File: config.mk
export PLATFORM = sky130hd
export DESIGN_NAME = escape_sequence_decoder_unit
export DESIGN_NICKNAME = d
export VERILOG_FILES = /design/src/rtl/esd_pkg.sv /design/src/rtl/esd_decode.sv /design/src/rtl/esd_out_fifo.sv /design/src/rtl/escape_sequence_decoder_unit.sv
export SDC_FILE = /design/constraint.sdc
export NUM_CORES = 1
export LEC_CHECK = 0
export ABC_AREA = 0
export BUFFER_PORTS_ARGS = -buffer_cell sky130_fd_sc_hd__clkbuf_2
export CAP_MARGIN = 5
export CORE_AREA = 10 10 91 93
export DETAILED_ROUTE_END_ITERATION = 6
export DIE_AREA = 0 0 101 103
export GPL_TIMING_DRIVEN = 1
export PLACE_DENSITY = 0.9
export SYNTH_ARGS = -nofsm -noshare
export SYNTH_HDL_FRONTEND = slang
export SYNTH_SLANG_ARGS = --single-unit
File: constraint.sdc
create_clock -name clk -period 4.4 [get_ports clk]
set_clock_uncertainty 0.05 [all_clocks]
set_input_delay 0.66 -clock clk [delete_from_list [all_inputs] [get_ports clk]]
set_output_delay 0.66 -clock clk [all_outputs]
set_load 0.01 [all_outputs]
File: src/rtl/esd_pkg.sv
package esd_pkg;

  typedef enum logic [2:0] {
    PH_NORMAL = 3'd0,
    PH_ESC    = 3'd1,
    PH_ZERO   = 3'd2,
    PH_X      = 3'd3,
    PH_HI     = 3'd4
  } phase_t;

  localparam logic [7:0] CH_QMARK  = 8'h3F;
  localparam logic [7:0] CH_BSLASH = 8'h5C;
  localparam logic [7:0] CH_ZERO   = 8'h30;
  localparam logic [7:0] CH_X      = 8'h78;
  localparam logic [7:0] CH_SQUOTE = 8'h27;
  localparam logic [7:0] CH_DQUOTE = 8'h22;
  localparam logic [7:0] CH_A      = 8'h61;
  localparam logic [7:0] CH_B      = 8'h62;
  localparam logic [7:0] CH_F      = 8'h66;
  localparam logic [7:0] CH_N      = 8'h6E;
  localparam logic [7:0] CH_R      = 8'h72;
  localparam logic [7:0] CH_T      = 8'h74;
  localparam logic [7:0] CH_V      = 8'h76;
  localparam logic [7:0] CTL_BEL   = 8'h07;
  localparam logic [7:0] CTL_BS    = 8'h08;
  localparam logic [7:0] CTL_FF    = 8'h0C;
  localparam logic [7:0] CTL_LF    = 8'h0A;
  localparam logic [7:0] CTL_CR    = 8'h0D;
  localparam logic [7:0] CTL_HT    = 8'h09;
  localparam logic [7:0] CTL_VT    = 8'h0B;
  localparam logic [3:0] HEX_TEN   = 4'hA;

  localparam int FIFO_DEPTH = 4;
  localparam int FIFO_AW    = $clog2(FIFO_DEPTH);

  typedef struct packed {
    logic [7:0] char_out;
    logic       run_end;
    logic       string_done;
  } res_t;

  typedef struct packed {
    logic [1:0] cnt;
    res_t       res0;
    res_t       res1;
    phase_t     phase_next;
    logic [3:0] nib_next;
  } dec_t;

  function automatic logic is_hex(input logic [7:0] b);
    return (b >= 8'h30 && b <= 8'h39) || (b >= 8'h41 && b <= 8'h46) ||
           (b >= 8'h61 && b <= 8'h66);
  endfunction

  function automatic logic [3:0] hex_value(input logic [7:0] b);
    logic [7:0] v;
    v = 8'h00;
    if (b >= 8'h30 && b <= 8'h39) begin
      v = b - 8'h30;
    end else if (b >= 8'h41 && b <= 8'h46) begin
      v = b - 8'h41 + {4'h0, HEX_TEN};
    end else if (b >= 8'h61 && b <= 8'h66) begin
      v = b - 8'h61 + {4'h0, HEX_TEN};
    end
    return v[3:0];
  endfunction

  function automatic logic [7:0] simple_escape(input logic [7:0] b);
    logic [7:0] r;
    unique case (b)
      CH_A:      r = CTL_BEL;
      CH_B:      r = CTL_BS;
      CH_F:      r = CTL_FF;
      CH_N:      r = CTL_LF;
      CH_R:      r = CTL_CR;
      CH_T:      r = CTL_HT;
      CH_V:      r = CTL_VT;
      CH_BSLASH: r = CH_BSLASH;
      CH_SQUOTE: r = CH_SQUOTE;
      CH_DQUOTE: r = CH_DQUOTE;
      default:   r = CH_QMARK;
    endcase
    return r;
  endfunction

endpackage

File: src/rtl/esd_decode.sv
module esd_decode (
  input  esd_pkg::phase_t phase,
  input  logic [3:0]      held_nibble,
  input  logic [7:0]      char_in,
  input  logic            is_final,
  output esd_pkg::dec_t   dec
);
  import esd_pkg::*;

  logic       norm_esc;
  logic [1:0] cnt;
  logic [7:0] byte0;
  logic [7:0] byte1;
  phase_t     phase_next;
  logic [3:0] nib_next;

  assign norm_esc = (char_in == CH_BSLASH) && !is_final;

  always_comb begin
    cnt        = 2'd0;
    byte0      = char_in;
    byte1      = char_in;
    phase_next = PH_NORMAL;
    nib_next   = held_nibble;
    unique case (phase)
      PH_ESC: begin
        if (char_in == CH_ZERO && !is_final) begin
          phase_next = PH_ZERO;
        end else begin
          cnt   = 2'd1;
          byte0 = (char_in == CH_ZERO) ? CH_QMARK : simple_escape(char_in);
        end
      end
      PH_ZERO: begin
        if (char_in == CH_X && !is_final) begin
          phase_next = PH_X;
        end else begin
          cnt   = 2'd1;
          byte0 = CH_QMARK;
        end
      end
      PH_X, PH_HI: begin
        if (is_hex(char_in)) begin
          cnt = 2'd1;
          if (phase == PH_HI) begin
            byte0 = {held_nibble, hex_value(char_in)};
          end else if (is_final) begin
            byte0 = CH_QMARK;
          end else begin
            cnt        = 2'd0;
            nib_next   = hex_value(char_in);
            phase_next = PH_HI;
          end
        end else begin
          byte0 = CH_QMARK;
          if (norm_esc) begin
            cnt        = 2'd1;
            phase_next = PH_ESC;
          end else begin
            cnt = 2'd2;
          end
        end
      end
      default: begin
        if (norm_esc) begin
          phase_next = PH_ESC;
        end else begin
          cnt = 2'd1;
        end
      end
    endcase
    if (phase_next != PH_HI) begin
      nib_next = 4'h0;
    end
    if (is_final) begin
      phase_next = PH_NORMAL;
      nib_next   = 4'h0;
    end
  end

  always_comb begin
    dec.cnt                  = cnt;
    dec.res0.char_out        = byte0;
    dec.res0.run_end         = (cnt == 2'd1);
    dec.res0.string_done     = (cnt == 2'd1) && is_final;
    dec.res1.char_out        = byte1;
    dec.res1.run_end         = 1'b1;
    dec.res1.string_done     = is_final;
    dec.phase_next           = phase_next;
    dec.nib_next             = nib_next;
  end

endmodule

File: src/rtl/esd_out_fifo.sv
module esd_out_fifo (
  input  logic          clk,
  input  logic          rst,
  input  logic [1:0]    push_cnt,
  input  esd_pkg::res_t push0,
  input  esd_pkg::res_t push1,
  output logic          room2,
  output logic          out_valid,
  input  logic          out_ready,
  output esd_pkg::res_t out_res
);
  import esd_pkg::*;

  res_t               mem [FIFO_DEPTH];
  logic [FIFO_AW-1:0] wr_ptr;
  logic [FIFO_AW-1:0] rd_ptr;
  logic [FIFO_AW:0]   count;
  logic [FIFO_AW-1:0] wr_ptr1;
  logic               pop;

  assign wr_ptr1   = wr_ptr + 1'b1;
  assign out_valid = (count != '0);
  assign pop       = out_valid && out_ready;
  assign room2     = (count <= (FIFO_AW + 1)'(FIFO_DEPTH - 2));
  assign out_res   = mem[rd_ptr];

  always_ff @(posedge clk) begin
    if (push_cnt != 2'd0) begin
      mem[wr_ptr] <= push0;
    end
    if (push_cnt == 2'd2) begin
      mem[wr_ptr1] <= push1;
    end
  end

  always_ff @(posedge clk) begin
    if (rst) begin
      wr_ptr <= '0;
      rd_ptr <= '0;
      count  <= '0;
    end else begin
      wr_ptr <= wr_ptr + FIFO_AW'(push_cnt);
      if (pop) begin
        rd_ptr <= rd_ptr + 1'b1;
      end
      count <= count + (FIFO_AW + 1)'(push_cnt) - (FIFO_AW + 1)'(pop);
    end
  end

endmodule

File: src/rtl/escape_sequence_decoder_unit.sv
// An accepted byte is registered in the input stage and decoded from there; its
// results, up to two, go into a four-entry output queue from which they are taken.
// Throughput: one input byte per cycle while the queue has room for two results;
// results leave the queue at one result per cycle while out_ready is high.
// Reset clears the escape state, the held nibble, the input stage and the queue.
module escape_sequence_decoder_unit (
  input  logic       clk,
  input  logic       rst,
  input  logic       in_valid,
  output logic       in_ready,
  input  logic [7:0] char_in,
  input  logic       is_final,
  output logic       out_valid,
  input  logic       out_ready,
  output logic [7:0] char_out,
  output logic       run_end,
  output logic       string_done
);
  import esd_pkg::*;

  logic       s_valid;
  logic [7:0] s_char;
  logic       s_final;
  phase_t     phase;
  logic [3:0] held_nibble;
  dec_t       dec;
  logic       room2;
  logic       dec_fire;
  logic [1:0] push_cnt;
  res_t       out_res;

  assign dec_fire = s_valid && room2;
  assign in_ready = !s_valid || room2;
  assign push_cnt = dec_fire ? dec.cnt : 2'd0;

  always_ff @(posedge clk) begin
    if (in_valid && in_ready) begin
      s_char  <= char_in;
      s_final <= is_final;
    end
  end

  always_ff @(posedge clk) begin
    if (rst) begin
      s_valid     <= 1'b0;
      phase       <= PH_NORMAL;
      held_nibble <= 4'h0;
    end else begin
      if (in_valid && in_ready) begin
        s_valid <= 1'b1;
      end else if (dec_fire) begin
        s_valid <= 1'b0;
      end
      if (dec_fire) begin
        phase       <= dec.phase_next;
        held_nibble <= dec.nib_next;
      end
    end
  end

  esd_decode u_decode (
    .phase       (phase),
    .held_nibble (held_nibble),
    .char_in     (s_char),
    .is_final    (s_final),
    .dec         (dec)
  );

  esd_out_fifo u_fifo (
    .clk       (clk),
    .rst       (rst),
    .push_cnt  (push_cnt),
    .push0     (dec.res0),
    .push1     (dec.res1),
    .room2     (room2),
    .out_valid (out_valid),
    .out_ready (out_ready),
    .out_res   (out_res)
  );

  assign char_out    = out_res.char_out;
  assign run_end     = out_res.run_end;
  assign string_done = out_res.string_done;

  a_final_resets: assert property (@(posedge clk) disable iff (rst)
    (dec_fire && s_final) |=> (phase == PH_NORMAL && held_nibble == 4'h0))
    else $error("escape state not cleared after the final byte of a string");

  a_final_yields: assert property (@(posedge clk) disable iff (rst)
    (dec_fire && s_final) |-> (dec.cnt != 2'd0))
    else $error("final byte produced no result");

  a_nibble_phase: assert property (@(posedge clk) disable iff (rst)
    (held_nibble != 4'h0) |-> (phase == PH_HI))
    else $error("held nibble set outside the second hex digit phase");

endmodule

==> flow_summary_export.csv, run 1 <==
group,metric,value,unit
synthesis,async_reset_ff_share,0,%
global_routing,globalRouteTotalUtil,18.3,%
final_layout,drive_gt1_share,19.4,%
placement,io_buffers,24,
timing,finalHoldViolations,0,
synthesis,ys_top_cells_by_area,"edfxtp_1, dfxtp_1, mux4_2, nand2_1, o21ai_0",
power_and_ir_drop,power.density,412,nW/um2
power_and_ir_drop,power,0.00177,W
floorplanning,core_area,6570,um2
route,wl_per_cell,19.0,um
synthesis,yosys.cell_types.count,63,
floorplanning,die-area,10400,um2
final_layout,syn_to_final_growth,10.4,%
cts,postCtsHoldBufs,0,
timing,setup_viol,0,
synthesis,syn_area_per_cell,10.0,um2
synthesis,synth_top_cell_by_area,"edfxtp_1",
synthesis,synth_edf_count,45,
route,wirelength,9330,um
global_routing,gr-total-overflow,0,
synthesis,syn_area,3880,um2
timing,finalCritPeriodShare,85.6,%
timing,period_needed,3.77,ns
timing,rsz0062_at_grt,"false",
global_routing,grt_max_degree,17,
cts,clkTransAtPathRegs,0.08,ns
final_layout,final-seq-area,1770,um2
floorplanning,die_y,103,um
setup_path,cp_cell_sequence,"inv_1 -> ha_1 -> nand4_2 -> nor4_1 -> a211oi_1 -> nand2_1 -> ha_1 -> fa_1 -> xnor2_1 -> xnor2_1 -> nor2_1",
route,vias_per_cell,6.45,
floorplanning,start_util,59.1,%
timing,slew_viol_final,0,
job,maxCapViolCount,0,
synthesis,synthFlopType,"edfxtp_1",
synthesis,ys_warn_count,0,
final_layout,antenna_cells,0,
final_layout,multi_input_area,1960,um2
synthesis,yosysSeqAreaShare,45.6,%
global_routing,grt_pass1_wl,15000,um
timing,setup_tns,0,ns
cts,clockBufferDepth,2,
route,remaining_drc_errors,0,
setup_path,slowest_delay,0.56,ns
setup_path,crit_required,4.58,ns
floorplanning,ios,25,
floorplanning,rows,30,
cts,clock_sinks,66,
min_path,hp-class,"reg2reg",
setup_path,critPathKind,"reg2reg",
route,postRouteAntennaNets,0,
timing,maxSlewHeadroom,49.4,%
route,drt-initial-drc-count,334,
route,num_vias,3172,
timing,fmax,265,MHz
cts,cts_setup_buffers,0,
placement,post-dp-hpwl,6800,um
placement,place_congestion,0.986,
final_layout,nNetsFinal,429,
global_routing,antenna_found_initial,0,
setup_path,crit_path_start_kind,"register",
setup_path,cp_max_fo,14,
final_layout,final_common_cell,"nand2_1",
setup_path,slowest_stage,"edfxtp_1",
timing,tightest_slew,0.760,ns
cts,numCtsBuffers,9,
floorplanning,dieWidth,101,um
setup_path,arrival,3.95,ns
cts,htreeDepth,3,
cts,cts_root_buf,"clkbuf_8",
cts,clk_latency,0.35,ns
power_and_ir_drop,ir_worst_vdd,268,uV
power_and_ir_drop,leakage,1.55,nW
setup_path,end_kind,"register",
synthesis,synth_nets,410,
status,status,"finished clean",
route,drt-pass1-iter-count,5,
synthesis,synth_top_area_share,34.8,%
cts,post_cts_resized,0,
global_routing,grt_pass1_vias,2956,
final_layout,layout_common_cells,"nand2_1, edfxtp_1, nor2_1, o21ai_0, a21oi_1",
final_layout,fillCellCount,510,
cts,cts_tree,"done",
synthesis,synth-seq-cells,66,
synthesis,synthCells,388,
==> through the flow <==
stage / utilization [%] / hold slack, ns / worst slack, ns / cell area (um2) / cells
floorplan: - / 0.371 / 1.07 / 3880 / 388
global placement: 61.6 / 0.385 / 0.893 / 4050 / 476
detailed placement: 61.6 / 0.388 / 0.731 / 4050 / 476
CTS: 65.3 / 0.414 / 0.697 / 4290 / 492
global route: 65.3 / 0.421 / 0.398 / 4290 / 492
finish: 65.3 / 0.409 / 0.632 / 4290 / 492
==> final cells by class <==
type | instances | share of cell area, %
Multi-Input combinational cell | 287 | 45.7
Sequential cell | 66 | 41.3
Clock buffer | 11 | 4.06
Timing Repair Buffer | 31 | 4.03
Tap cell | 80 | 2.34
Clock inverter | 5 | 1.52
Inverter | 12 | 1.05
==> synth_stat cells (3+ instances only) <==
library cell / instances
a211oi_1: 3
a21o_1: 4
a21oi_1: 26
a22o_1: 9
a31oi_1: 7
and2_1: 5
buf_2: 6
buf_4: 4
clkbuf_1: 11
dfxtp_1: 21
edfxtp_1: 45
ha_1: 8
inv_1: 12
mux4_2: 10
nand2_1: 47
nand2b_1: 9
nand3_1: 6
nor2_1: 33
nor2b_1: 4
nor3_1: 6
nor3b_1: 3
nor4_1: 3
o21a_1: 3
o21ai_0: 32
o221ai_1: 3
o22ai_1: 7
or2_2: 4
or3_1: 5
xnor2_1: 7
==> layer usage <==
metal	share of wire (%)	routed length, um	up-vias	track usage, %
li1	-	-	1486	-
met1	41	3840	1459	22.0
met2	48	4490	204	30.3
met3	8.3	775	23	5.09
met4	2.4	225	0	7.29
met5	0	0	-	0
==> path summary, 6_finish.rpt <==
check                    endpoint  slack, ns      startpoint  cells past startpoint
setup reg to reg  u_fifo.count[2]       0.63       s_char[0]                     11
setup / recovery  u_fifo.count[2]       0.63       s_char[0]                     11
hold reg to reg    held_nibble[1]       0.41  held_nibble[1]                      2
hold / removal     held_nibble[1]       0.41  held_nibble[1]                      2
==> power breakdown <==
group          leakage [nW]  total, W  internal, W  switching [W]
Clock                 0.120  0.000583     0.000335       0.000248
Combinational         0.795  0.000385     0.000191       0.000195
Sequential            0.636  0.000800     0.000725      0.0000752
==> critical path, delay by kind of cell, from the launching register on <==
kind / cells / cell delay (ns)
adder cells (fa/ha/maj): 3 / 1.11
XOR/XNOR: 2 / 0.34
AND/OR/NAND/NOR: 4 / 1.16
buffers and inverters: 1 / 0.23
AO/OA/AOI/OAI: 1 / 0.19
flip-flops: 1 / 0.56
==> registers in the layout (all words and copies together), names as in the netlist, named ones only <==
name and cells:
s_valid 1, phase 3, u_fifo.mem 40, u_fifo.wr_ptr 2
s_char 8, u_fifo.count 3, s_final 1, u_fifo.rd_ptr 2
held_nibble 4
==> cells by family (layout without fill, tap and decap cells) <==
kind of cell,count (synthesis),count (layout),synth area share (%)
mux,14,14,6.89
compound gates,115,115,19.9
xor+xnor,9,9,2.03
simple gates,140,140,18.5
fa+ha+maj,9,9,3.09
flops,66,66,45.6
buf+inv,35,59,3.96
No activity file was read; power rests on OpenSTA's default activity.
==> inputs of run 2 (changes only) <==
--- a/config.mk
+++ b/config.mk
@@ -11,8 +11,9 @@
 export CORE_AREA = 10 10 91 93
 export DETAILED_ROUTE_END_ITERATION = 6
 export DIE_AREA = 0 0 101 103
-export GPL_TIMING_DRIVEN = 1
+export GPL_TIMING_DRIVEN = 0
 export PLACE_DENSITY = 0.9
+export RECOVER_POWER = 25
 export SYNTH_ARGS = -nofsm -noshare
 export SYNTH_HDL_FRONTEND = slang
 export SYNTH_SLANG_ARGS = --single-unit
==> run 2 against run 1 <==
Non-clock buffer count increased by 17. Worst hold slack got worse by 0.0033 ns. Critical path depth increased by 2. Core utilization increased by 1.2 points. Worst setup slack got worse by 0.41 ns. Clock-buffer cell count increased by 1. Highest routed layer unchanged.
==> flow_summary_export.csv, run 2 (synthesis results as in run 1) <==
group,metric,value,unit
final_layout,antenna_cells,0,
cts,clock_sinks,66,
cts,post_cts_resized,0,
cts,htreeDepth,3,
global_routing,grt_pass1_wl,15800,um
setup_path,cp_cell_sequence,"clkbuf_1 -> inv_1 -> ha_1 -> nand4_2 -> nor4_1 -> a211oi_1 -> nand2_1 -> buf_2 -> ha_1 -> fa_1 -> xnor2_1 -> xnor2_1 -> nor2_1",
setup_path,critPathKind,"reg2reg",
global_routing,globalRouteTotalUtil,19.3,%
timing,rsz0062_at_grt,"false",
route,drt-pass1-iter-count,6,
global_routing,grt_pass1_vias,3115,
final_layout,syn_to_final_growth,12.4,%
setup_path,reg2reg_slack,0.22,ns
timing,finalCritPeriodShare,95.0,%
placement,placedCellCount,492,
timing,finalHoldViolations,0,
floorplanning,core_area,6570,um2
setup_path,crit_required,4.59,ns
final_layout,nNetsFinal,446,
placement,place_congestion,0.988,
job,maxCapViolCount,0,
global_routing,grt_max_degree,13,
setup_path,cp_max_fo,10,
timing,setup_slack,0.219,ns
floorplanning,ios,25,
floorplanning,rows,30,
final_layout,fillCellCount,498,
route,postRouteAntennaNets,0,
route,num_vias,3261,
final_layout,layout_common_cells,"nand2_1, edfxtp_1, nor2_1, o21ai_0, a21oi_1",
placement,pre_cts_ws,0.210,ns
cts,postCtsHoldBufs,0,
setup_path,slowest_stage,"nor4_1",
setup_path,end_kind,"register",
power_and_ir_drop,ir_worst_vdd,283,uV
timing,maxSlewHeadroom,40.1,%
final_layout,final_common_cell,"nand2_1",
setup_path,arrival,4.37,ns
cts,clockBufferDepth,2,
status,status,"finished clean",
route,remaining_drc_errors,0,
min_path,worstHoldStart,"u_fifo.mem[3][1]",
cts,clk_latency,0.37,ns
cts,numCtsBuffers,9,
floorplanning,dieWidth,101,um
final_layout,reg_top3,"u_fifo.mem x40, s_char x8, held_nibble x4",
power_and_ir_drop,leakage,1.57,nW
cts,cts_root_buf,"clkbuf_8",
timing,setup_tns,0,ns
final_layout,drive_gt1_share,18.2,%
cts,cts_setup_buffers,0,
timing,fmax,239,MHz
setup_path,crit_path_start_kind,"register",
setup_path,rr_worst_depth,13,
final_layout,instances_no_fill,509,
placement,place_area,4100,um2
placement,post-dp-hpwl,7110,um
setup_path,slowest_delay,0.63,ns
power_and_ir_drop,power.density,426,nW/um2
timing,slew_viol_final,0,
timing,setup_viol,0,
floorplanning,start_util,59.1,%
timing,period_needed,4.18,ns
global_routing,gr-total-overflow,0,
final_layout,top_register,"u_fifo.mem",
final_layout,multi_input_area,1960,um2
final_layout,largest_register_ffs,40,
setup_path,rr_endpoint,"u_fifo.count[2]",
route,wirelength,9740,um
timing,tightest_slew,0.892,ns
min_path,hp-class,"reg2reg",
route,vias_per_cell,6.41,
setup_path,reg2reg_from,"s_char[1]",
final_layout,final-seq-area,1770,um2
min_path,hold_path_end,"u_fifo.mem[3][1]",
placement,io_buffers,24,
route,wl_per_cell,19.1,um
floorplanning,die_y,103,um
cts,clkTransAtPathRegs,0.08,ns
floorplanning,die-area,10400,um2
min_path,hold_depth,1,
route,drt-initial-drc-count,345,
final_layout,finalInstanceArea,4370,um2
global_routing,antenna_found_initial,0,
cts,cts_tree,"done",
-- run 2: cell count changes in the layout (fill, tap and decap cells not counted) --
cell and change:
and2_0 +2, and2_1 -2, buf_1 +2, buf_2 +7, buf_4 -3, bufinv_16 +1
clkbuf_1 +17, clkbuf_2 -6, clkbuf_8 +1, clkinv_4 -3, clkinvlp_4 +1, o21ai_0 -2
o21ai_1 +2
-- run 2: final cells by class --
class	count	area share, %
multi-input cells	287	44.9
repair buffers	25	2.69
flip-flops and latches	66	40.6
inverters	12	1.03
well taps	80	2.29
clock buffers	12	4.30
plain buffers	23	2.49
clock inverters	4	1.75
-- run 2: power by group --
| group | total (W) | leakage, nW | internal, W | switching (W) |
|---|---|---|---|---|
| clock network | 0.000666 | 0.129 | 0.000405 | 0.000260 |
| registers | 0.000759 | 0.636 | 0.000725 | 0.0000336 |
| logic | 0.000434 | 0.805 | 0.000188 | 0.000246 |
-- run 2: critical path: cells and delay by family (launching register included) --
kind,cells,cell delay (ns)
buf+inv,3,0.81
flops,1,0.47
simple gates,4,1.08
fa+ha+maj,3,1.06
xor+xnor,2,0.36
compound gates,1,0.21
-- run 2: worst max path at each step --
stage                    from                to  cells after the start
global route        s_char[1]   u_fifo.count[2]                     13
finish              s_char[1]   u_fifo.count[2]                     13
CTS                 s_char[1]  u_fifo.mem[0][6]                      9
detailed placement  s_char[1]  u_fifo.mem[0][2]                      9
floorplan           s_char[1]   u_fifo.count[2]                     13
global placement    s_char[1]  u_fifo.mem[0][2]                     10
-- run 2: per-stage QoR --
step / power, W / hold WS [ns] / utilization (%)
6_report: 0.00186 / 0.406 / 66.5
3_3_place_gp: 0.00119 / 0.384 / 62.5
2_1_floorplan: 0.00108 / 0.371 / -
4_1_cts: 0.00186 / 0.408 / 66.5
5_1_grt: 0.00195 / 0.407 / 66.5
3_5_place_dp: 0.00121 / 0.390 / 62.5
-- run 2: metal layers --
layer	GRT usage [%]	vias to the layer above	wire, um
li1	-	1518	-
met2	30.3	180	4540
met1	24.4	1524	4050
met3	5.56	39	796
met4	7.82	0	363
met5	0	-	0
